### src/rtl/lru_predicted_delay_promotion_assert.svh
// Assertion macros used by the store's top-level RTL file.
`ifndef LRU_PREDICTED_DELAY_PROMOTION_ASSERT_SVH
`define LRU_PREDICTED_DELAY_PROMOTION_ASSERT_SVH

// Check that a condition implies another in the same cycle.
`define LPDP_ASSERT_SAME(label, clk, rst_n, ante, cons, msg) \
    label: assert property (@(posedge clk) disable iff (!rst_n) (ante) |-> (cons)) \
        else $error(msg);

// Check that a condition implies another in the next cycle.
`define LPDP_ASSERT_NEXT(label, clk, rst_n, ante, cons, msg) \
    label: assert property (@(posedge clk) disable iff (!rst_n) (ante) |=> (cons)) \
        else $error(msg);

`endif

### src/rtl/lpdp_pkg.sv
// Shared constants and types of the LRU store with predicted-delay promotion.
`timescale 1ns / 1ps
package lpdp_pkg;

    // Field widths
    localparam int KEY_W      = 32;
    localparam int TIME_W     = 32;
    localparam int AGE_W      = 40;
    localparam int AGE_FRAC   = 8;
    localparam int PCT_W      = 16;
    localparam int PCT_FRAC   = 16;
    localparam int LIM_CFG_W  = 9;
    localparam int CFG_W      = 16;
    localparam int CFG_ADDR_W = 1;
    localparam int PRED_W     = AGE_W + 1;

    // Parameter defaults
    localparam int ENTRIES_DEF   = 256;
    localparam int FRAC_BITS_DEF = 16;

    // Register reset values
    localparam logic [PCT_W-1:0]     PCT_RESET   = 16'd58982;
    localparam logic [LIM_CFG_W-1:0] LIMIT_RESET = 9'd256;

    // Age filter weights, Q0.16 (0.15 and 0.85)
    localparam logic [PCT_W-1:0] W_NEW = 16'd9830;
    localparam logic [PCT_W-1:0] W_OLD = 16'd55706;

    // Register indexes
    localparam logic [CFG_ADDR_W-1:0] CFG_PERCENTILE = 1'b0;
    localparam logic [CFG_ADDR_W-1:0] CFG_ACTIVE     = 1'b1;

    // Actions
    localparam logic ACT_GET    = 1'b0;
    localparam logic ACT_REMOVE = 1'b1;

    // Kind of work under way for the current beat
    typedef enum logic [1:0] {
        OP_REMOVE = 2'd0,
        OP_HIT    = 2'd1,
        OP_EVICT  = 2'd2,
        OP_INSERT = 2'd3
    } op_t;

endpackage

### src/rtl/lpdp_mul.sv
// Shared multiplier with a registered product.
`timescale 1ns / 1ps
module lpdp_mul #(
    parameter int B_W = 17
) (
    input  logic                          clk,
    input  logic [lpdp_pkg::AGE_W-1:0]    a,
    input  logic [B_W-1:0]                b,
    output logic [lpdp_pkg::AGE_W+B_W-1:0] prod
);

    // Multiply and register
    always_ff @(posedge clk)
    begin
        prod <= (lpdp_pkg::AGE_W + B_W)'(a) * (lpdp_pkg::AGE_W + B_W)'(b);
    end

endmodule

### config.mk
export PLATFORM = sky130hd
export DESIGN_NAME = lpdp_mul
export DESIGN_NICKNAME = d
export VERILOG_FILES = /design/src/rtl/lru_predicted_delay_promotion_assert.svh /design/src/rtl/lpdp_pkg.sv /design/src/rtl/lpdp_mul.sv
export SDC_FILE = /design/constraint.sdc
export NUM_CORES = 2
export LEC_CHECK = 0
export BUFFER_PORTS_ARGS = -buffer_cell sky130_fd_sc_hd__buf_4
export CAP_MARGIN = 20
export CORE_MARGIN = 3
export CORE_UTILIZATION = 30
export CTS_CLUSTER_SIZE = 14
export DETAILED_ROUTE_END_ITERATION = 6
export PLACE_DENSITY_LB_ADDON = 0.2
export SETUP_SLACK_MARGIN = 0.05
export SLEW_MARGIN = 40
export SYNTH_ARGS = -nofsm -noshare
export SYNTH_HDL_FRONTEND = slang
export SYNTH_SLANG_ARGS = --single-unit
### constraint.sdc
create_clock -name clk -period 14.4 [get_ports clk]
set_input_delay 2.88 -clock clk [delete_from_list [all_inputs] [get_ports clk]]
set_output_delay 2.88 -clock clk [all_outputs]
set_load 0.05 [all_outputs]
==> results by stage <==
GRT:
- The wire length of the first global-routing pass is 111 mm.
- The largest net degree at the start of global routing is 41.
- Global routing finished with a remaining overflow of 0.
- The number of global-route vias before repair is 19.2k.
- Global routing used 18.6% of the available tracks across all layers.
- The initial antenna violation count was 3.

Layout:
- The largest registers in the layout are prod (57).
- The multi-input combinational cells in the finished layout cover a total of 0.0184 mm2.
- Cells with a size suffix above 1 make up 5.78% of the layout.
- The repair_antennas step left the layout with diodes totalling 0.
- The layout has 7902 filler cells.
- In the layout the commonest cells are 689 x inv_1, 569 x fa_1, 501 x nand2_1, 217 x and2_1, 131 x ha_1.
- Leaving out fill and tap cells, the most frequent cell in the layout is inv_1.
- The register with the most flip-flops in the layout has 57 of them.
- Relative to the synthesized area, the layout overhead comes to 8.36%.
- More flip-flops sit in one register than any other, and that register is prod.
- The net total in the final layout is 3364.
- The area taken by flip-flops and latches is 0.00114 mm2.

Routing:
- After detailed routing, the number of vias per cell comes to 4.72.
- The count of nets left with antenna violations once routing finished came out at 0.
- Summing over every cut layer, the via total after detailed routing is 16.9k.
- The first routing iteration left 941 violations.
- Dividing the detail-routed wire length by the instance count gives 19.4 um.
- The routed design has 69.5 mm of wire.
- Before antenna repair, the detailed router went through 7 iterations.
- The number of design rule violations left after detail routing is 0.

Worst setup path:
- The critical path data arrival time is 10.29 ns.
- The classification of the worst setup path is in -> reg.
- The startpoint type of the worst setup path is an input pin.
- The cell at the slowest stage of the critical path is a2111oi_0.
- The most critical setup path has its endpoint at prod[53]$_DFF_P_.
- The launch point of the critical path is b[8].
- Along the worst path, the maximum fanout reaches 23.
- Walking the worst path, the cells encountered are buf_4, buf_4, nand2_1, fa_1, inv_1, fa_1, inv_1, fa_1, inv_1, fa_1, fa_1, inv_1, fa_1, inv_1, ha_1, a21oi_1, o21ai_0, a31oi_1, a21oi_1, o2111ai_1, nand2_1, a2111oi_0, xnor2_1.
- STA classifies the critical path endpoint as a flip-flop.
- For the worst setup path, the data required time is 14.64 ns.
- The critical path depth in cells is 23.
- In this design, the stage delay of the slowest critical-path cell is 0.78 ns.
- The cell with the most instances on the worst path is fa_1.
- The kind of cell with the highest combined delay along the critical path is adder cells.
- The total buffers and inverters traversed by the critical path is 7.

Clock network:
- After clock tree synthesis, the clock-pin slew on the worst setup and hold paths is 0.07 ns.
- Post-CTS timing repair inserted 0 buffers for setup.
- CTS saw 57 sinks.
- The TritonCTS clock tree is yes.
- The number of hold-repair buffers added at the cts stage is 0.
- The longest clock path from root to sink contains 2 buffers.
- Counting the buffers created by CTS gives 9.
- The cell sitting at the root of the clock tree is a clkbuf_16.
- In this run, post-CTS repair resized a total of 0 instances.
- The H-tree depth is 3.

STA:
- Setup repair after global routing left no endpoint under its margin.
- After layout, the worst path uses 69.8% of the clock period.
- The top achievable clock speed is 0.0995 GHz.
- The final hold violation count is 0.
- In this run the tightest slew margin relative to its limit is 49.3%.
- Setup violations remaining at the end of the flow were counted as 0.
- The final number of max-transition violations is 0.
- In the final timing run, aggregate negative setup slack is 0 ns.
- The post-layout minimum cycle time is 10.05 ns.
- For the pin with the worst max-slew slack, the measured transition is 0.741 ns.

Floorplan:
- The die is 280 um tall.
- The area enclosed by the die boundary is 0.0787 mm2.
- The core box area is 0.0746 mm2.
- The count of pins on the block boundary is 115.
- In this run the core area contains 100 standard-cell rows.
- The initial utilization of the core area, before any placement, comes to 30.3%.
- In this run the horizontal extent of the chip is 280 um.

Placement:
- The quantity of I/O buffers inserted on ports is 114.
- The placed wire-length estimate is 54.3 mm.
- The weighted congestion reported at the end of routability-driven placement is 0.883.

Synthesis:
- Counting every instance in the synthesized netlist gives 2604.
- The post-synthesis net count is 3362.
- For this run, asynchronously set or reset flops after synthesis account for 0%.
- The most used flip-flop cell after synthesis is dfxtp_1.
- The average cell area after synthesis is 8.68 um2.
- Counting flops with a built-in enable in the synthesized netlist gives 0.
- The netlist area before placement is 0.0226 mm2.
- Synthesis inferred 57 register bits.
- For this run, the register share of the synthesized area comes to 5.05%.
- The number of distinct library cell variants in the gate-level netlist after synthesis is 63.
- The number of warnings printed during yosys synthesis is 0.

Hold path:
- The worst hold path class is in -> reg.

Run status:
- The run finished with clean final reports.

Run:
- The number of maximum-capacitance violations is 0.
==> worst min path at each step <==
stage | from | to | slack [ns] | depth (start not counted)
final | a[0] | prod[0]$_DFF_P_ | 2.92 | 2
after global routing | a[0] | prod[0]$_DFF_P_ | 2.92 | 2
after CTS | a[0] | prod[0]$_DFF_P_ | 2.89 | 2
after detailed placement | a[0] | prod[0]$_DFF_P_ | 3.31 | 2
after global placement | a[0] | prod[0]$_DFF_P_ | 3.30 | 2
after floorplan | a[0] | prod[0]$_DFF_P_ | 3.01 | 1
==> layout make-up <==
type / count / share of cell area, %
Sequential cell: 57 / 4.66
Timing Repair Buffer: 116 / 3.56
Clock buffer: 10 / 0.935
Tap cell: 969 / 4.95
Clock inverter: 6 / 0.276
Inverter: 689 / 10.6
Multi-Input combinational cell: 1733 / 75.1
==> synthesized netlist by cell type (27+ instances only) <==
cell | instances | area (um2)
a21o_1 | 28 | 210
a21oi_1 | 52 | 260
and2_1 | 217 | 1360
clkbuf_1 | 120 | 450
dfxtp_1 | 57 | 1140
fa_1 | 569 | 11400
ha_1 | 131 | 1640
inv_1 | 689 | 2590
nand2_1 | 501 | 1880
nor2_1 | 27 | 101
o21ai_0 | 29 | 145
xnor2_1 | 37 | 324
==> metrics by stage <==
step | instance area, um2 | worst slack [ns] | std cells | hold slack (ns) | util [%]
finish | 24500 | 4.35 | 3580 | 2.92 | 32.8
global route | 24500 | 4.16 | 3580 | 2.92 | 32.8
CTS | 24500 | 4.32 | 3580 | 2.89 | 32.8
detailed placement | 24200 | 3.94 | 3564 | 3.31 | 32.4
global placement | 24200 | 4.00 | 3564 | 3.30 | 32.4
floorplan | 22600 | 5.60 | 2604 | 3.01 | -
==> routing by layer <==
layer,vias up,share of wire (%),GRT usage [%]
met3,77,4.7,2.04
li1,7445,-,-
met4,0,3.6,6.59
met1,8916,43,24.1
met2,468,49,32.2
met5,-,0,0
==> cells by family (layout without fill, tap and decap cells) <==
group / after synthesis / count (layout) / synth area share, %
mux: 1 / 1 / 0.0498
simple gates: 804 / 804 / 16.4
compound gates: 177 / 177 / 5.26
flops: 57 / 57 / 5.05
buf+inv: 814 / 821 / 13.6
fa+ha+maj: 700 / 700 / 57.7
xor+xnor: 51 / 51 / 1.98
Power is left out: the tool's default activity adds up to more than one toggle a clock period on the data nets, which glitch-free logic cannot reach.
